## config.mk

```make
export PLATFORM = sky130hd
export DESIGN_NAME = smi_queue
export DESIGN_NICKNAME = d
export VERILOG_FILES = /design/src/smi_pkg.sv /design/src/smi_queue.sv
export VERILOG_INCLUDE_DIRS = /design/src /design/src/src
export SDC_FILE = /design/constraint.sdc
export NUM_CORES = 1
export LEC_CHECK = 0
export ABC_AREA = 1
export BUFFER_PORTS_ARGS = -buffer_cell sky130_fd_sc_hd__clkbuf_2
export CORE_AREA = 3 3 40 42
export CTS_CLUSTER_SIZE = 30
export DETAILED_ROUTE_END_ITERATION = 7
export DIE_AREA = 0 0 43 45
export HOLD_SLACK_MARGIN = 0.15
export PLACE_DENSITY = 0.7
export SYNTH_ARGS = -nofsm -noshare
export SYNTH_HDL_FRONTEND = slang
export SYNTH_SLANG_ARGS = --single-unit
```

## constraint.sdc

```tcl
create_clock -name clk -period 1.3 [get_ports clk]
set_clock_uncertainty 0.05 [all_clocks]
set_input_delay 0.065 -clock clk [delete_from_list [all_inputs] [get_ports clk]]
set_output_delay 0.065 -clock clk [all_outputs]
set_load 0.01 [all_outputs]
```

## src/small_matrix_inverse_assert.svh

```systemverilog
// Assertion macros shared by the matrix inverter modules.
`ifndef SMALL_MATRIX_INVERSE_ASSERT_SVH
`define SMALL_MATRIX_INVERSE_ASSERT_SVH

// Same-cycle implication, checked outside reset.
`define SMI_ASSERT_IMPL(lbl, ante, cons, msg) \
  lbl: assert property (@(posedge clk) disable iff (!rst_n) (ante) |-> (cons)) else $error(msg);

// Next-cycle implication, checked outside reset.
`define SMI_ASSERT_NEXT(lbl, ante, cons, msg) \
  lbl: assert property (@(posedge clk) disable iff (!rst_n) (ante) |=> (cons)) else $error(msg);

`endif

```

## src/smi_pkg.sv

```systemverilog
// Shared types, constants and helper functions of the matrix inverter.
`timescale 1ns / 1ps
package smi_pkg;

  localparam int MAX_SIZE_DEF   = 4;
  localparam int FRAC_BITS_DEF  = 16;
  localparam int ELEM_WIDTH_DEF = 32;
  localparam int SIZE_W         = 3;
  localparam logic [SIZE_W-1:0] SIZE_RST = 3'd4;
  localparam int LIMB_W         = 32;

  typedef struct packed {
    logic              bank;
    logic [SIZE_W-1:0] n;
  } job_t;

  typedef struct packed {
    logic valid;
    logic bank;
  } rel_t;

  typedef struct packed {
    logic            odd;
    logic [3:0][1:0] p;
  } perm_t;

  // Size register to effective dimension.
  function automatic logic [SIZE_W-1:0] clamp_size(input logic [SIZE_W-1:0] s,
                                                   input int unsigned mx);
    logic [SIZE_W-1:0] r;
    if (s == '0) r = SIZE_W'(1);
    else if (32'(s) > mx) r = SIZE_W'(mx);
    else r = s;
    return r;
  endfunction

  // Permutations of four, ordered so the first k! fix positions k and up.
  function automatic perm_t perm_map(input logic [2:0] base, input logic [1:0] swp);
    perm_t     r;
    logic [1:0] tmp;
    logic [1:0] k;
    case (base)
      3'd0:    begin r.p = {2'd3, 2'd2, 2'd1, 2'd0}; r.odd = 1'b0; end
      3'd1:    begin r.p = {2'd3, 2'd2, 2'd0, 2'd1}; r.odd = 1'b1; end
      3'd2:    begin r.p = {2'd3, 2'd1, 2'd2, 2'd0}; r.odd = 1'b1; end
      3'd3:    begin r.p = {2'd3, 2'd0, 2'd2, 2'd1}; r.odd = 1'b0; end
      3'd4:    begin r.p = {2'd3, 2'd1, 2'd0, 2'd2}; r.odd = 1'b0; end
      3'd5:    begin r.p = {2'd3, 2'd0, 2'd1, 2'd2}; r.odd = 1'b1; end
      default: begin r.p = {2'd3, 2'd2, 2'd1, 2'd0}; r.odd = 1'b0; end
    endcase
    if (swp != 2'd0) begin
      k = swp - 2'd1;
      tmp = r.p[k];
      r.p[k] = r.p[3];
      r.p[3] = tmp;
      r.odd = ~r.odd;
    end
    return r;
  endfunction

endpackage

```

## src/smi_queue.sv

```systemverilog
// Two-entry job queue between the load front and the compute back.
`timescale 1ns / 1ps
`include "small_matrix_inverse_assert.svh"
module smi_queue (
  input  logic          clk,
  input  logic          rst_n,
  input  logic          push,
  input  smi_pkg::job_t push_job,
  input  logic          pop,
  output logic          q_valid,
  output smi_pkg::job_t q_job
);
  import smi_pkg::*;

  job_t       ent_r [2];
  logic       wp_r;
  logic       rp_r;
  logic [1:0] cnt_r;

  assign q_valid = (cnt_r != 2'd0);
  assign q_job   = ent_r[rp_r];

  always_ff @(posedge clk) begin
    if (push) ent_r[wp_r] <= push_job;
  end

  always_ff @(posedge clk) begin
    if (!rst_n) begin
      wp_r  <= 1'b0;
      rp_r  <= 1'b0;
      cnt_r <= 2'd0;
    end else begin
      if (push) wp_r <= ~wp_r;
      if (pop) rp_r <= ~rp_r;
      cnt_r <= cnt_r + 2'(push) - 2'(pop);
    end
  end

  `SMI_ASSERT_IMPL(a_no_overflow, push, cnt_r != 2'd2, "job queue pushed while full")
  `SMI_ASSERT_IMPL(a_no_underflow, pop, cnt_r != 2'd0, "job queue popped while empty")
  `SMI_ASSERT_IMPL(a_cnt_range, 1'b1, cnt_r != 2'd3, "job queue count out of range")

endmodule

```

Word-level counts from Yosys, hierarchy flattened
Memory sizes are Yosys's and may differ from the RTL's. A register that Yosys moved wholly into a read port is not among the register bits.
Index checks and enable logic that the tools add are counted.
Storage, ports and cells
  register bits: 4
  bits in writable memories: 8
  bits of input ports: 8
  output and inout bits: 5
  logic and storage cells: 13
  memories: 1
Cells by class
  add/sub/neg operators: 2
  muxes and demuxes: 4
  bitwise logic cells: 2
  reductions and logical operators: 1
Memories
  ent_r: depth 2, bits a word 4, read ports 1, clocked after memory_dff 1, write ports 1, line smi_queue.sv:15  | job_t ent_r [2];
Operators by type and width (number)
  1-bit 2-to-1 mux: 4
  2-bit by 1-bit adder with 2-bit output: 1
  1-bit inverter: 2
  2-bit nonzero test: 1
  2-bit by 1-bit subtractor with 2-bit output: 1

Logic depth before layout (Yosys ltp)
Gate-level depths: netlist (run 1).
  word-level depth: 3
  mapped depth: 9
  mapped depth without buffers: 9

Worst setup path after synthesis (run 1)
No wires, ideal clock.
  path type: reg2reg
  start point: register cnt_r[0]
  end point: register cnt_r[1]
  library setup time: 115 ps
  arrival time: 1046 ps
  data required time: 1135 ps
  setup slack: 89 ps
  cell stages (with the launch flop): 9
  buffers on the path: 0
  period minus slack after synthesis: 1211 ps
  path through: dfxtp_1 > inv_1 > ha_1 > inv_1 > ha_1 > inv_1 > nand2_1 > a21oi_1 > nor2_1
On the way
  longest elaborated chain between the ends: 2
RTL lines
  start, declared: line smi_queue.sv:18  | logic [1:0] cnt_r;
  start signal, assigned: line smi_queue.sv:35  | cnt_r <= cnt_r + 2'(push) - 2'(pop);
  2-bit by 1-bit adder with 2-bit output: line smi_queue.sv:35
  2-bit by 1-bit subtractor with 2-bit output: line smi_queue.sv:35
No other way between the ends.
A chain may end at the register's enable or synchronous reset.

Final worst setup path (run 1)
Ends and elaborated chain as after synthesis.

==> impl_metrics.csv, run 1 <==
group,metric,value,unit
detailed_routing,wire_per_inst,9.500,um
place,dp_hpwl,616.9,um
synth,ys_types,9,
cts,numCtsBuffers,3,
floorplan,die_h,45,um
detailed_routing,drt_iter0_drc,4,
synth,synthCells,44,
sta,whs,0.1470,ns
sta,fin_crit_sh,94.69,%
critical_path,crit_type,"flip-flop to flip-flop",
place,place_area,585.6,um^2
cells_and_area,fin_util,55.11,%
synth,syn_area_per_cell,11.52,um^2
global_routing,antenna_found_initial,0,
synth,syn_area,506.7,um^2
critical_path,cp_max_fo,2,
cts,cts_tree,"built",
min_path,hp-class,"primary input to flip-flop",
pwr,powerDensity,1229,mW/mm^2
sta,hold_viol_final,0,
synth,yosys.area.top_type,"edfxtp_1",
cells_and_area,syn_to_final_growth,39.75,%
pwr,fin_total_pwr,870.0,uW
floorplan,dieArea,0.001935,mm^2
sta,fin_crit,1.231,ns
cells_and_area,fillCellCount,118,
detailed_routing,vias,364,
sta,tightest_slew,0.3436,ns
critical_path,ff2ff_path_depth,8,
cells_and_area,final_layout_size_suffix_gt1_share,41.79,%
floorplan,rows,13,
cts,htreeDepth,1,
cts,cts.sinks,13,
place,place_congestion,0.6446,
detailed_routing,finalWirelength,779,um
min_path,hold_depth,4,
cts,clkSlewWorstSetupHoldPaths,0.07,ns
critical_path,arrival,1.35,ns
cells_and_area,final_cell_area,708.2,um^2
sta,max_freq,812.4,MHz
detailed_routing,dr.pass1.iters,4,
global_routing,overflow,0,
cts,cts_setup_buffers,0,
global_routing,grt_usage,9.620,%
synth,yosys_warnings,0,
outcome,status,"completed",
pwr,ir_drop,716.3,uV
synth,ys_seq_area_share,67.16,%
floorplan,design.portCount,13,
pwr,leakagePower,0.3195,nW
floorplan,core-area,0.001285,mm^2
critical_path,end_kind,"flip-flop",
cells_and_area,final_common_cell,"clkbuf_2",
global_routing,grt_max_degree,8,
detailed_routing,ant_nets,0,
synth,synth_top_area_share,47.41,%
detailed_routing,via_per_inst,4.439,
sta,setup_viol,0,
global_routing,grt_pass1_wl,1345,um
floorplan,start_util,39.44,%
synth,yosys_register_bits,13,
sta,drv_slew,0,
global_routing,grt_pass1_vias,329,
sta,maxSlewHeadroom,77.01,%
critical_path,crit_required,1.41,ns
cells_and_area,seqCellArea,342.8,um^2
sta,setup_ws,0.06903,ns
cells_and_area,nets,78,
synth,synth_nets,54,
place,post-place-ws,-0.008838,ns
flow_run,cap_violations,0,
cells_and_area,multi_input_area,163.9,um^2
cts,clockBufferDepth,2,
synth,synthTopCellsByArea,"edfxtp_1 47%, dfxtp_1 20%, mux2_2 8.9%",
cells_and_area,num_antenna_cells,0,
detailed_routing,drc,0,
cts,root_buffer,"clkbuf_4",
floorplan,die_w,43,um
cells_and_area,mostFrequentLayoutCells,"12 x clkbuf_2, 8 x edfxtp_1, 7 x nand2_1, 7 x nor2_1, 7 x dlygate4sd3_1",
place,portBuffers,12,
cts,insertion_delay,0.26,ns
critical_path,start_kind,"flip-flop",
## through the flow
stage / TNS, ns / std cells
2_1_floorplan: 0 / 44
3_3_place_gp: 0 / 71
3_5_place_dp: -0.008838 / 71
4_1_cts: 0 / 82
5_1_grt: -0.0001736 / 82
6_report: 0 / 82
## path summary, 6_finish.rpt
check / startpoint / to / slack [ns]
max reg2reg: cnt_r[0]$_SDFF_PN0_ / cnt_r[1]$_SDFF_PN0_ / 0.07
min: pop / cnt_r[1]$_SDFF_PN0_ / 0.15
min reg2reg: wp_r$_SDFFE_PN0P_ / wp_r$_SDFFE_PN0P_ / 0.46
max: cnt_r[0]$_SDFF_PN0_ / cnt_r[1]$_SDFF_PN0_ / 0.07
## critical path, cell delays in order (launching register included)
cell	delay (ns)
dfxtp_2	0.32
inv_2	0.04
ha_4	0.24
inv_1	0.03
ha_2	0.18
inv_2	0.05
nand2_2	0.05
a21oi_2	0.11
nor2_1	0.05
## synthesized netlist by cell type (all sizes together)
library cell / number
a21oi: 1
nand2: 9
ha: 2
mux2: 4
nor2: 7
nand3: 1
inv: 7
edfxtp: 8
dfxtp: 5
## what timing repair did
item / CTS / global route
endpoints found under the hold margin: 13 / 0
endpoints found under the setup margin: 5 / 1
gates resized for setup: 2 / 7
hold buffers: 7 / 0
pin swaps: 3 / 3
## logic make-up (layout without fill, tap and decap cells)
| logic type | Yosys count | after routing | synth area share, % |
|---|---|---|---|
| AND/OR/NAND/NOR | 17 | 17 | 12.84 |
| flip-flops | 13 | 13 | 67.16 |
| buffers and inverters | 7 | 30 | 5.186 |
| multiplexers | 4 | 4 | 8.888 |
| adder cells (fa/ha/maj) | 2 | 2 | 4.937 |
| AO/OA/AOI/OAI | 1 | 1 | 0.9867 |
## cell type report
type                            count  area share, %
Clock buffer                        4          3.710
Inverter                            7          3.710
Timing Repair Buffer               19          18.37
Multi-Input combinational cell     24          23.14
Tap cell                           15          2.650
Sequential cell                    13          48.41
## per-layer routing
metal / GRT usage (%) / share of wire, % / up-vias
li1: - / - / 191
met1: 10.53 / 43 / 159
met2: 17.07 / 49 / 12
met3: 2.390 / 5.9 / 2
met4: 5.422 / 1.8 / 0
met5: 0 / 0 / -
## where the power goes
part	switching (mW)	internal (mW)
sequential	0.0141	0.471
combinational	0.0757	0.0767
clock	0.114	0.119
total	0.204	0.666
## sequential cells by signal, summed over array words and instances (netlist names), named ones only
register and cells:
ent_r 8, cnt_r 2, rp_r 1, wp_r 1
Note: power is estimated with default switching activity, not from simulation.
==> run 2: changes to the inputs <==
--- a/config.mk
+++ b/config.mk
@@ -14,4 +14,6 @@
 export DIE_AREA = 0 0 43 45
+export GPL_TIMING_DRIVEN = 0
 export HOLD_SLACK_MARGIN = 0.15
 export PLACE_DENSITY = 0.7
+export SETUP_SLACK_MARGIN = 0.3
 export SYNTH_ARGS = -nofsm -noshare
==> constraint.sdc (replaced) <==
create_clock -name clk -period 1.3 [get_ports clk]
set_clock_uncertainty 0.05 [all_clocks]
set_input_delay 0.26 -clock clk [delete_from_list [all_inputs] [get_ports clk]]
set_output_delay 0.26 -clock clk [all_outputs]
set_load 0.01 [all_outputs]
==> run 2 against run 1 <==
Effect of this change:
- the run now ends with setup timing left
- clock power hardly changed
- register-to-register slack hardly changed
- sequential share of layout area is 1.6 points lower
- critical path depth is 6 lower
- total power is 5.2% higher
- core utilization is 2.2 points higher
- final cell count is 2.4% lower
- die area stayed put
- first-iteration DRC count is 100% lower
- worst setup slack worse by 0.15 ns
- critical path type is now flip-flop to output port
- critical endpoint is now q_job[2]
- largest cell class unchanged
- highest routed layer unchanged
==> impl_metrics.csv, run 2 (same netlist as run 1, synthesis figures left out) <==
group,metric,value,unit
outcome,status,"finished, violations left",
outcome,failed_checks,"setup timing",
sta,max_freq,722.6,MHz
flow_run,cap_violations,0,
cells_and_area,top_register,"ent_r",
cts,insertion_delay,0.26,ns
floorplan,dieArea,0.001935,mm^2
sta,tightest_slew,0.2026,ns
detailed_routing,ant_nets,0,
floorplan,die_h,45,um
floorplan,rows,13,
detailed_routing,via_per_inst,4.275,
place,dp_hpwl,574.5,um
global_routing,grt_pass1_wl,1324,um
floorplan,start_util,39.44,%
cells_and_area,multi_input_area,196.4,um^2
cts,root_buffer,"clkbuf_4",
global_routing,grt_max_degree,8,
critical_path,start_kind,"flip-flop",
sta,fin_crit_sh,106.4,%
cts,clockBufferDepth,2,
cells_and_area,seqCellArea,345.3,um^2
cells_and_area,final_common_cell,"clkbuf_2",
sta,hold_viol_final,0,
cts,cts_tree,"built",
cells_and_area,largest_reg_flops,8,
critical_path,arrival,1.07,ns
cells_and_area,fillCellCount,123,
place,portBuffers,12,
cts,cts.sinks,13,
sta,rsz0062_at_grt,"true",
sta,drv_slew,0,
cells_and_area,syn_to_final_growth,45.43,%
cells_and_area,fin_util,57.35,%
detailed_routing,drc,0,
cells_and_area,nets,76,
detailed_routing,wire_per_inst,10.04,um
pwr,powerDensity,1242,mW/mm^2
global_routing,grt_pass1_vias,339,
cells_and_area,final_layout_size_suffix_gt1_share,50.77,%
global_routing,overflow,0,
cts,numCtsBuffers,3,
floorplan,die_w,43,um
cts,htreeDepth,1,
min_path,hp-class,"primary input to flip-flop",
place,place_congestion,0.6475,
place,post-place-ws,-0.002390,ns
detailed_routing,drt_iter0_drc,0,
sta,setup_ws,-0.08383,ns
min_path,hold_depth,3,
sta,fin_crit,1.384,ns
cells_and_area,num_antenna_cells,0,
global_routing,antenna_found_initial,0,
critical_path,cp_max_fo,4,
pwr,ir_drop,646.4,uV
cells_and_area,top_regs,"ent_r (8), cnt_r (2)",
critical_path,crit_type,"flip-flop to output port",
floorplan,design.portCount,13,
detailed_routing,finalWirelength,803,um
critical_path,crit_required,0.99,ns
floorplan,core-area,0.001285,mm^2
cells_and_area,mostFrequentLayoutCells,"10 x clkbuf_2, 8 x edfxtp_1, 6 x nor2_1, 5 x nand2_1",
critical_path,end_kind,"output port",
detailed_routing,vias,342,
detailed_routing,dr.pass1.iters,1,
sta,setup_viol,4,
pwr,leakagePower,0.3332,nW
sta,maxSlewHeadroom,86.48,%
critical_path,ff2ff_path_depth,8,
global_routing,grt_usage,10.00,%
cts,clkSlewWorstSetupHoldPaths,0.07,ns
[run 2: cell count changes in the layout (fill, tap and decap cells not counted), sizes merged]
cell and delta:
clkbuf -2, buf +3, dlygate4sd3 -3
[run 2: through the flow]
stage               power, mW  cells  setup TNS [ns]  instance area [um^2]  hold slack, ns
global route           0.9728     80         -0.4784                 737.0          0.2003
finish                 0.9152     80         -0.3211                 737.0          0.1828
detailed placement     0.6207     71       -0.002390                 604.3          0.4053
floorplan              0.5748     44               0                 525.5          0.3076
CTS                    0.9065     80         -0.3834                 719.4          0.1797
global placement       0.6143     71               0                 604.3          0.3997
[run 2: layer usage]
layer	vias up	part of all wire [%]	wire [um]	global-route usage [%]
met4	0	1.0	8	7.229
met5	-	0	0	0
met3	2	6.7	54	2.789
met1	143	41	329	10.15
li1	186	-	-	-
met2	11	51	410	17.66
[run 2: path summary, 6_finish.rpt]
kind | start | to | slack [ns]
worst max-delay path | flip-flop | q_job[2] | -0.08
worst min-delay path | rst_n | cnt_r[0]$_SDFF_PN0_ | 0.18
worst max register to register | cnt_r[0]$_SDFF_PN0_ | cnt_r[1]$_SDFF_PN0_ | 0.07
worst min register to register | rp_r$_SDFFE_PN0P_ | flip-flop | 0.46
[run 2: cell type report]
type / instances / share of cell area, %
timing repair buffer: 17 / 16.81
sequential: 13 / 46.86
multi-input combinational: 24 / 26.66
inverter: 7 / 3.565
tap: 15 / 2.547
clock buffer: 4 / 3.565
[run 2: power by group]
part	leakage, nW	internal (mW)	switching, mW
Sequential	0.118	0.470	0.0161
Combinational	0.201	0.108	0.0882
Clock	0.0150	0.119	0.113
[run 2: critical path: stages (launching register included)]
cell and delay (ns):
dfxtp_4 0.39, mux2_4 0.31, buf_6 0.12
[run 2: timing repair]
| action | 4_1_cts | 5_1_grt |
|---|---|---|
| pin swaps | 1 | 1 |
| hold buffers | 4 | 0 |
| gates cloned | 0 | 0 |
| endpoints found under the hold margin | 8 | 0 |
| endpoints found under the setup margin | 7 | 11 |
| setup buffers | 1 | 0 |
| gates resized for setup | 12 | 6 |
