==> src/small_matrix_inverse_assert.svh <==
// Assertion macros shared by the matrix inverter modules.
`ifndef SMALL_MATRIX_INVERSE_ASSERT_SVH
`define SMALL_MATRIX_INVERSE_ASSERT_SVH

// Same-cycle implication, checked outside reset.
`define SMI_ASSERT_IMPL(lbl, ante, cons, msg) \
  lbl: assert property (@(posedge clk) disable iff (!rst_n) (ante) |-> (cons)) else $error(msg);

// Next-cycle implication, checked outside reset.
`define SMI_ASSERT_NEXT(lbl, ante, cons, msg) \
  lbl: assert property (@(posedge clk) disable iff (!rst_n) (ante) |=> (cons)) else $error(msg);

`endif

==> src/smi_pkg.sv <==
// Shared types, constants and helper functions of the matrix inverter.
`timescale 1ns / 1ps
package smi_pkg;

  localparam int MAX_SIZE_DEF   = 4;
  localparam int FRAC_BITS_DEF  = 16;
  localparam int ELEM_WIDTH_DEF = 32;
  localparam int SIZE_W         = 3;
  localparam logic [SIZE_W-1:0] SIZE_RST = 3'd4;
  localparam int LIMB_W         = 32;

  typedef struct packed {
    logic              bank;
    logic [SIZE_W-1:0] n;
  } job_t;

  typedef struct packed {
    logic valid;
    logic bank;
  } rel_t;

  typedef struct packed {
    logic            odd;
    logic [3:0][1:0] p;
  } perm_t;

  // Size register to effective dimension.
  function automatic logic [SIZE_W-1:0] clamp_size(input logic [SIZE_W-1:0] s,
                                                   input int unsigned mx);
    logic [SIZE_W-1:0] r;
    if (s == '0) r = SIZE_W'(1);
    else if (32'(s) > mx) r = SIZE_W'(mx);
    else r = s;
    return r;
  endfunction

  // Permutations of four, ordered so the first k! fix positions k and up.
  function automatic perm_t perm_map(input logic [2:0] base, input logic [1:0] swp);
    perm_t     r;
    logic [1:0] tmp;
    logic [1:0] k;
    case (base)
      3'd0:    begin r.p = {2'd3, 2'd2, 2'd1, 2'd0}; r.odd = 1'b0; end
      3'd1:    begin r.p = {2'd3, 2'd2, 2'd0, 2'd1}; r.odd = 1'b1; end
      3'd2:    begin r.p = {2'd3, 2'd1, 2'd2, 2'd0}; r.odd = 1'b1; end
      3'd3:    begin r.p = {2'd3, 2'd0, 2'd2, 2'd1}; r.odd = 1'b0; end
      3'd4:    begin r.p = {2'd3, 2'd1, 2'd0, 2'd2}; r.odd = 1'b0; end
      3'd5:    begin r.p = {2'd3, 2'd0, 2'd1, 2'd2}; r.odd = 1'b1; end
      default: begin r.p = {2'd3, 2'd2, 2'd1, 2'd0}; r.odd = 1'b0; end
    endcase
    if (swp != 2'd0) begin
      k = swp - 2'd1;
      tmp = r.p[k];
      r.p[k] = r.p[3];
      r.p[3] = tmp;
      r.odd = ~r.odd;
    end
    return r;
  endfunction

endpackage

==> src/smi_front.sv <==
// Load front: size register, element counting and bank handoff.
`timescale 1ns / 1ps
module smi_front #(
  parameter int MAX_SIZE   = smi_pkg::MAX_SIZE_DEF,
  parameter int ELEM_WIDTH = smi_pkg::ELEM_WIDTH_DEF
) (
  input  logic                                    clk,
  input  logic                                    rst_n,
  input  logic                                    in_tvalid,
  output logic                                    in_tready,
  input  logic [ELEM_WIDTH-1:0]                   elem,
  input  logic                                    cfg_wr_en,
  input  logic [smi_pkg::SIZE_W-1:0]              cfg_wr_data,
  input  smi_pkg::rel_t                           rel,
  output logic                                    push,
  output smi_pkg::job_t                           push_job,
  output logic                                    wr_en,
  output logic [$clog2(2*MAX_SIZE*MAX_SIZE)-1:0]  wr_idx,
  output logic [ELEM_WIDTH-1:0]                   wr_data
);
  import smi_pkg::*;

  localparam int IDX_W = (MAX_SIZE > 1) ? $clog2(MAX_SIZE) : 1;
  localparam int MI_W  = $clog2(2*MAX_SIZE*MAX_SIZE);

  logic [SIZE_W-1:0] size_r;
  logic [SIZE_W-1:0] n;
  logic [IDX_W-1:0]  row_r;
  logic [IDX_W-1:0]  col_r;
  logic              wb_r;
  logic [1:0]        busy_r;
  logic              acc;
  logic              row_end;
  logic              col_end;

  assign n         = clamp_size(size_r, MAX_SIZE);
  assign in_tready = ~busy_r[wb_r];
  assign acc       = in_tvalid & in_tready;
  assign col_end   = (col_r == IDX_W'(n - SIZE_W'(1)));
  assign row_end   = (row_r == IDX_W'(n - SIZE_W'(1)));

  assign wr_en   = acc;
  assign wr_data = elem;
  assign wr_idx  = MI_W'(row_r) * MI_W'(MAX_SIZE) + MI_W'(col_r)
                 + (wb_r ? MI_W'(MAX_SIZE*MAX_SIZE) : MI_W'(0));

  assign push          = acc & col_end & row_end;
  assign push_job.bank = wb_r;
  assign push_job.n    = n;

  always_ff @(posedge clk) begin
    if (!rst_n) begin
      size_r <= SIZE_RST;
      row_r  <= '0;
      col_r  <= '0;
      wb_r   <= 1'b0;
      busy_r <= 2'b00;
    end else begin
      // A size write drops any partly loaded matrix.
      if (cfg_wr_en) begin
        size_r <= cfg_wr_data;
        row_r  <= '0;
        col_r  <= '0;
      end else if (acc) begin
        if (col_end) begin
          col_r <= '0;
          row_r <= row_end ? '0 : row_r + IDX_W'(1);
        end else begin
          col_r <= col_r + IDX_W'(1);
        end
      end
      if (push) wb_r <= ~wb_r;
      if (rel.valid) busy_r[rel.bank] <= 1'b0;
      if (push) busy_r[wb_r] <= 1'b1;
    end
  end

endmodule

==> config.mk <==
export PLATFORM = sky130hd
export DESIGN_NAME = smi_front
export DESIGN_NICKNAME = d
export VERILOG_FILES = /design/src/small_matrix_inverse_assert.svh /design/src/smi_pkg.sv /design/src/smi_front.sv
export SDC_FILE = /design/constraint.sdc
export NUM_CORES = 1
export LEC_CHECK = 0
export BUFFER_PORTS_ARGS = -buffer_cell sky130_fd_sc_hd__buf_2
export CORE_MARGIN = 5
export CORE_UTILIZATION = 33
export CTS_BUF_LIST = sky130_fd_sc_hd__clkbuf_8
export DETAILED_ROUTE_END_ITERATION = 8
export PLACE_DENSITY = 0.72
export SLEW_MARGIN = 20
export SYNTH_ARGS = -nofsm -noshare
export SYNTH_HDL_FRONTEND = slang
export SYNTH_SLANG_ARGS = --single-unit
==> constraint.sdc <==
create_clock -name clk -period 2.4 [get_ports clk]
set_clock_uncertainty 0.05 [all_clocks]
set_input_delay 0.24 -clock clk [delete_from_list [all_inputs] [get_ports clk]]
set_output_delay 0.24 -clock clk [all_outputs]
set_load 0.02 [all_outputs]
==> Yosys cells after proc, flatten, opt, wreduce, memory -nomap -nowiden <==
Cells that the tools add are included.
{ "word_totals": {"output_inout_bits": 44, "regBits": 10, "elab_cells": 45, "input_bits": 41} }
{ "classes": {"reduce_logical": 5, "addsub": 5, "n_lt_le_gt_ge": 5, "mux": 14, "n_bitwise": 9, "n_eq_ne": 2} }
{ "op_table": {"columns": ["op", "count"], "rows": [
  ["$mux W2", 5],
  ["$mux W3", 2],
  ["$add A4 B2 Y5", 1],
  ["$add A5 B5 Y5", 1],
  ["$mux W5", 1],
  ["$add A2 B1 Y2 const B", 2],
  ["$eq A2 B2 Y1", 2],
  ["$lt A1 B2 Y1 const B", 2],
  ["$mux W1", 4],
  ["$and A1 B1 Y1", 3],
  ["$gt A3 B3 Y1 const B", 1],
  ["$logic_not A3 Y1", 1],
  ["$not A1 Y1", 3],
  ["$and A2 B2 Y2", 1],
  ["$demux W1 S1", 2],
  ["$ge A1 B1 Y1 const B", 2],
  ["$logic_and A1 B1 Y1", 2],
  ["$not A2 Y2", 1],
  ["$or A2 B2 Y2", 1],
  ["$reduce_and A2 Y1", 1],
  ["$reduce_or A2 Y1", 1],
  ["$sub A2 B1 Y2 const B", 1]
]} }

==> Logic depth before layout (Yosys ltp) <==
Gate-level depths: netlist (run 1).
{ "logic_depth": {"ltp_word": 10, "mapped_depth": 7, "mapped_depth_nobuf": 6} }

==> Worst setup path after synthesis (run 1) <==
OpenSTA, ideal clock, no wires.
{ "synth_timing": {"path_type": "register to register", "startpoint": "reg wb_r", "endpoint": "reg row_r[1]", "setup_ps": 70, "setup_slack_ps": 487, "synth_period_minus_slack_ps": 1913, "t_required_ps": 2280, "arrival_time_ps": 1793, "path_stages_with_launch": 6, "path_buffers": 0, "cell_sequence": "dfxtp_1 > mux2i_2 > nand2_2 > a311o_1 > or4_1 > a21oi_1"} }
{ "synth_between": {"elab_chain_cells": 5} }
{ "synth_lines": {"columns": ["element", "line", "source"], "rows": [
  ["start: declaration", "smi_front.sv:30", "logic wb_r;"],
  ["start signal: assignment", "smi_front.sv:72", "if (push) wb_r <= ~wb_r;"],
  ["$mux W1 (implied by the code) (2 in a row)", "smi_front.sv:37", "assign in_tready = ~busy_r[wb_r];"],
  ["$not A1 Y1", "smi_front.sv:37", null],
  ["via in_tready", "smi_front.sv:10", "output logic in_tready,"],
  ["$and A1 B1 Y1", "smi_front.sv:38", "assign acc = in_tvalid & in_tready;"],
  ["$reduce_and A2 Y1 (no line)", null, null],
  ["end signal: assignment", "smi_front.sv:67", "row_r <= row_end ? '0 : row_r + IDX_W'(1);"],
  ["end: declaration", "smi_front.sv:28", "logic [IDX_W-1:0] row_r;"]
]} }
The timed path passes the listed nets, and every way through them passes these cells. The select of a mux whose other input is x is not followed.
A chain may end at the register's enable or synchronous reset.

==> Worst setup path after layout (run 1) <==
{ "layout_timing": {"startpoint": "reg row_r[0]", "endpoint": "out push"} }
{ "layout_between": {"elab_chain_cells": 2} }
{ "layout_lines": {"columns": ["element", "line", "source"], "rows": [
  ["$eq A2 B2 Y1", "smi_front.sv:40", "assign row_end = (row_r == IDX_W'(n - SIZE_W'(1)));"],
  ["$and A1 B1 Y1", "smi_front.sv:47", "assign push = acc & col_end & row_end;"],
  ["end: declaration", "smi_front.sv:15", "output logic push,"]
]} }
Every way passes these cells.

==> reports/qor.yml, run 1 <==
yosys:
  synthesis.area_per_instance_sq_um: 8.23
  syn-instance-count: 100
  synth_area_sq_um: 823
  yosysTopAreaCell: "sky130_fd_sc_hd__buf_4"
  synth.net_count: 141
  count_of_synthesis_stage_warnings_from_yosys: 0
  synth_seq_cells: 10
  synth_cell_type_count: 30
  synth.yosys.seq_area_share: 0.243
  synth_top_cells_by_area: "sky130_fd_sc_hd__buf_4 (31%), sky130_fd_sc_hd__dfxtp_1 (24%), sky130_fd_sc_hd__mux2i_1 (6.1%)"
  post-synth-top-area-fraction: 0.310
critical_path:
  timing.setup.critical_path_class: "reg2out"
  critPathSlowestCell: "sky130_fd_sc_hd__or3b_2"
  worstPathMaxFanout: 8
  logic_depth_of_the_worst_setup_path_including_buffers: 6
  cell_chain_of_the_critical_path: "or3b_2 > a21oi_1 > or2_1 > nand2_1 > inv_1 > buf_2"
  start_kind: "flip-flop"
  critical_path.top_delay_family: "simple AND/OR/NAND/NOR gates"
  cp.required_ns: 2.11
  worst-path-buf-inv: 2
  worstPathArrival_ns: 1.79
  type_of_destination_of_the_critical_path: "primary output"
  worst-r2r-cell-count: 5
  max_stage_delay_ns: 0.46
clocking:
  tritoncts_clock_tree: "yes"
  clk_transition_reported_paths_ns: 0.05
  cts-hold-fix-buffers: 0
  postCtsSetupBuffers: 0
  h-tree-depth: 1
  cts-root-to-sink-buffers: 2
  clock_latency_ns: 0.24
  clk_root_buffer_cell: "sky130_fd_sc_hd__clkbuf_8"
  numClockSinks: 10
  number_of_gates_resized_after_cts: 0
  cts-buffers-inserted: 3
global_routing:
  grt_pass1_vias: 567
  pin_count_of_the_biggest_net_entering_global_routing: 10
  number_of_antenna_violations_at_the_first_check_in_global_routing: 0
  grt_first_pass_wirelength_microns: 2530
  globalRouteTotalUtil: 0.0967
  grt_overflow_total: 0
cells_and_area:
  num-nets-final: 130
  post-route-cell-area_sq_um: 739
  most-common-layout-cells: "sky130_fd_sc_hd__buf_2 (20), sky130_fd_sc_hd__dfxtp_1 (10), sky130_fd_sc_hd__a21oi_1 (7), sky130_fd_sc_hd__nand2_1 (7), sky130_fd_sc_hd__inv_1 (6)"
  drive_above_1_share: 0.341
  commonest_non_fill_non_tap_cell_in_the_layout: "sky130_fd_sc_hd__buf_2"
  area_growth_pct: -10.2
  insertedDiodeCount: 0
floorplan:
  x_dimension_of_the_die_microns: 60.0
  initial_core_util: 0.338
  placement_rows: 18
  die_height_microns: 60.0
  io-pin-count: 85
  floorplan.die_area_sq_um: 3590
  standard_cell_core_area_sq_um: 2430
sta:
  final.hold.worst_slack_ns: 0.180
  tightestPinTransition_ns: 0.363
  finalWorstPathRequiredPeriod_ns: 2.08
  slew_violations: 0
  timing.final.setup_violations: 0
  finalHoldViolations: 0
  rsz0062_at_grt: "no"
  max_freq_ghz: 0.481
  setup_tns_final_ns: 0
  min_period_over_period: 0.866
  timing.max_slew.rel_slack: 0.756
drt:
  detail_route.iter0.violations: 4
  vias: 576
  avgViaCountPerCell: 4.88
  postRouteWirelength_microns: 1590
  detail_route.drc_violations: 0
  first_pass_iters: 4
  met2_wirelength_microns: 625
  wl_per_cell_microns: 13.5
  routedLengthMet1_microns: 641
  met3_length_microns: 203
  routed.top_layer: "met4"
  remaining_number_of_nets_flagged_by_the_antenna_check_after_routing: 0
place:
  portBuffers: 20
  dp_hpwl_microns: 1280
  globalplace.congestion: 0.762
  placed_area_sq_um: 684
status:
  outcome: "complete, no violations"
worst_hold_path:
  holdPathStages: 3
  min_path_type: "in2reg"
power_and_ir_drop:
  vdd_ir_drop_max_uv: 385
  p_leak_uw: 0.000336
  pwr_density_cell_nw_per_um2: 603
job:
  cap_violations: 0
metrics by stage:
stage / util / setup WS (ns) / total power [uW] / instances
2_1_floorplan: - / 0.487 / 298 / 100
3_3_place_gp: 0.281 / 0.582 / 236 / 114
3_5_place_dp: 0.281 / 0.570 / 238 / 114
4_1_cts: 0.304 / 0.309 / 451 / 118
5_1_grt: 0.304 / 0.195 / 469 / 118
6_report: 0.304 / 0.321 / 446 / 118
state kept, by name, summed over array words and instances (netlist names):
| register | cells |
|---|---|
| col_r | 2 |
| size_r | 3 |
| wb_r | 1 |
| busy_r | 2 |
| row_r | 2 |
where the power goes:
part / switching [uW] / leakage [uW] / internal (uW) / total [uW]
sequential: 9.44 / 0.0000814 / 172 / 181
clock: 67.5 / 0.0000288 / 144 / 212
combinational: 30.2 / 0.000226 / 23.0 / 53.1
path summary, 6_finish.rpt:
kind / to / startpoint / slack, ns
hold reg to reg: busy_r[1] / busy_r[1] / 0.44
setup / recovery: push / row_r[0] / 0.32
setup reg to reg: row_r[1] / wb_r / 0.57
hold / removal: size_r[2] / cfg_wr_data[2] / 0.18
metal layers:
metal,track usage,vias up
li1,-,276
met2,0.131,33
met3,0.0346,22
met5,0,-
met1,0.105,245
met4,0.117,0
synth_stat cells, drive strengths merged:
cell type,count
a311o,1
nor2,1
or2,1
clkinv,1
nor4,1
buf,35
or4,1
a311oi,1
nand3,2
o211ai,1
a21oi,7
nand2,8
and4b,1
nand3b,1
o2111ai,1
dlygate4sd3,1
a31o,1
nor3,3
nand2b,4
o21ai,3
nor2b,2
inv,6
or3b,1
mux2i,6
dfxtp,10
logic make-up after synthesis:
logic type / Yosys count / synth area share
and+or+nand+nor: 26 / 0.192
buffers and inverters: 43 / 0.374
AOI/OAI and AO/OA: 15 / 0.114
DFF: 10 / 0.243
muxes: 6 / 0.0775
worst register-to-register path: stages (launching register included):
cell                      delay [ns]
sky130_fd_sc_hd__dfxtp_1        0.40
sky130_fd_sc_hd__mux2i_2        0.28
sky130_fd_sc_hd__nand2_2        0.13
sky130_fd_sc_hd__a311o_1        0.36
sky130_fd_sc_hd__or4_1          0.40
sky130_fd_sc_hd__a21oi_1        0.15
area by class of cell:
type                            instances  area, sq um
Clock buffer                            4         55.1
Fill cell                             276         1690
Inverter                                7         31.3
Multi-Input combinational cell         47          315
Sequential cell                        10          200
Tap cell                               30         37.5
Timing Repair Buffer                   20          100
Power figures use the tool's default switching activity.
==> run 2, diff against run 1 <==
==> constraint.sdc (replaced) <==
create_clock -name clk -period 2.25 [get_ports clk]
set_clock_uncertainty 0.05 [all_clocks]
set_input_delay 0.225 -clock clk [delete_from_list [all_inputs] [get_ports clk]]
set_output_delay 0.225 -clock clk [all_outputs]
set_load 0.02 [all_outputs]
==> run 2 against run 1 <==
  * Critical path depth unchanged
  * First-iteration DRC count increased by 50%
  * Die area is the same
  * Global-route usage fell by 0.18 points
  * Setup slack worse by 0.15 ns
  * Sequential power increased by 7%
  * Power increased by 6.0%
  * Count of clock-buffer cells in the layout did not move
  * Core utilization did not move
  * Critical path type unchanged
  * Largest cell class unchanged
  * Largest power group unchanged
  * Highest routed layer unchanged
==> reports/qor.yml, run 2 (synthesis gave the netlist of run 1 again) <==
clocking:
  cts-root-to-sink-buffers: 2
  clk_transition_reported_paths_ns: 0.05
  tritoncts_clock_tree: "yes"
  clock_latency_ns: 0.23
  h-tree-depth: 1
  clk_root_buffer_cell: "sky130_fd_sc_hd__clkbuf_8"
  number_of_gates_resized_after_cts: 0
  postCtsSetupBuffers: 0
  cts-buffers-inserted: 3
  numClockSinks: 10
  cts-hold-fix-buffers: 0
place:
  globalplace.congestion: 0.768
  place_ws_ns: 0.417
  dp_hpwl_microns: 1270
  portBuffers: 20
global_routing:
  globalRouteTotalUtil: 0.0949
  pin_count_of_the_biggest_net_entering_global_routing: 10
  grt_first_pass_wirelength_microns: 2520
  number_of_antenna_violations_at_the_first_check_in_global_routing: 0
  grt_overflow_total: 0
  grt_pass1_vias: 567
drt:
  detail_route.iter0.violations: 6
  postRouteWirelength_microns: 1610
  detail_route.drc_violations: 0
  wl_per_cell_microns: 13.6
  remaining_number_of_nets_flagged_by_the_antenna_check_after_routing: 0
  avgViaCountPerCell: 4.82
  first_pass_iters: 4
  vias: 569
cells_and_area:
  largest-register: "size_r"
  most-common-layout-cells: "sky130_fd_sc_hd__buf_2 (20), sky130_fd_sc_hd__dfxtp_1 (10), sky130_fd_sc_hd__a21oi_1 (7), sky130_fd_sc_hd__nand2_1 (7), sky130_fd_sc_hd__inv_1 (6)"
  drive_above_1_share: 0.341
  area_growth_pct: -10.2
  filler_cell_count: 262
  num-nets-final: 130
  commonest_non_fill_non_tap_cell_in_the_layout: "sky130_fd_sc_hd__buf_2"
  insertedDiodeCount: 0
  largest_register_ffs: 3
sta:
  finalWorstPathRequiredPeriod_ns: 2.08
  max_freq_ghz: 0.481
  rsz0062_at_grt: "no"
  setup_tns_final_ns: 0
  timing.max_slew.rel_slack: 0.731
  finalHoldViolations: 0
  timing.final.setup_violations: 0
  tightestPinTransition_ns: 0.401
  slew_violations: 0
  min_period_over_period: 0.923
  setup_ws_ns: 0.173
worst_hold_path:
  holdPathStages: 3
  min_path_type: "in2reg"
critical_path:
  start_kind: "flip-flop"
  timing.setup.critical_path_class: "reg2out"
  critical_path.top_delay_family: "simple AND/OR/NAND/NOR gates"
  worst-path-buf-inv: 2
  type_of_destination_of_the_critical_path: "primary output"
  cp.required_ns: 1.98
  cell_chain_of_the_critical_path: "or3b_2 > a21oi_1 > or2_1 > nand2_1 > inv_1 > buf_2"
  worstPathMaxFanout: 8
  worstPathArrival_ns: 1.80
  ff2ff_setup_slack_ns: 0.45
  logic_depth_of_the_worst_setup_path_including_buffers: 6
  max_stage_delay_ns: 0.46
  worst-r2r-cell-count: 5
  critPathSlowestCell: "sky130_fd_sc_hd__or3b_2"
floorplan:
  placement_rows: 18
  x_dimension_of_the_die_microns: 60.0
  floorplan.die_area_sq_um: 3590
  standard_cell_core_area_sq_um: 2430
  die_height_microns: 60.0
  io-pin-count: 85
  initial_core_util: 0.338
status:
  outcome: "complete, no violations"
job:
  cap_violations: 0
power_and_ir_drop:
  vdd_ir_drop_max_uv: 338
  p_leak_uw: 0.000336
  pwr_density_cell_nw_per_um2: 640
==> run 2: worst paths after layout <==
check,startpoint,to
setup reg to reg,wb_r,row_r[1]
setup / recovery,row_r[0],push
hold reg to reg,busy_r[1],busy_r[1]
hold / removal,cfg_wr_data[2],size_r[2]
==> run 2: worst register-to-register path: stages, from the launching register on <==
cell and delay (ns):
sky130_fd_sc_hd__dfxtp_1 0.39, sky130_fd_sc_hd__mux2i_2 0.26, sky130_fd_sc_hd__nand2_2 0.13, sky130_fd_sc_hd__a311o_1 0.36, sky130_fd_sc_hd__or4_1 0.40, sky130_fd_sc_hd__a21oi_1 0.14
==> run 2: per-layer routing <==
metal / vias up / GRT usage / wire length [microns]
li1: 278 / - / -
met1: 241 / 0.110 / 696
met5: - / 0 / 0
met2: 30 / 0.127 / 642
met3: 20 / 0.0367 / 172
met4: 0 / 0.0981 / 95
==> run 2: per-stage QoR <==
step | total power (uW) | hold slack (ns) | instances | area (sq um) | util
final | 473 | 0.157 | 118 | 739 | 0.304
after global routing | 495 | 0.156 | 118 | 739 | 0.304
after CTS | 480 | 0.151 | 118 | 739 | 0.304
after detailed placement | 253 | 0.400 | 114 | 684 | 0.281
after global placement | 252 | 0.395 | 114 | 684 | 0.281
after floorplan | 317 | 0.237 | 100 | 823 | -
==> run 2: area by class of cell <==
type	count	area, sq um	share of cell area
well taps	30	37.5	0.0508
repair buffers	20	100	0.135
inverters	7	31.3	0.0423
flip-flops and latches	10	200	0.271
clock buffers	4	55.1	0.0745
multi-input cells	47	315	0.426
==> run 2: power by group <==
part	internal [uW]	total [uW]	switching (uW)
clock network	154	223	69.1
registers	183	193	10.2
logic	24.5	56.7	32.2
total	361	473	112
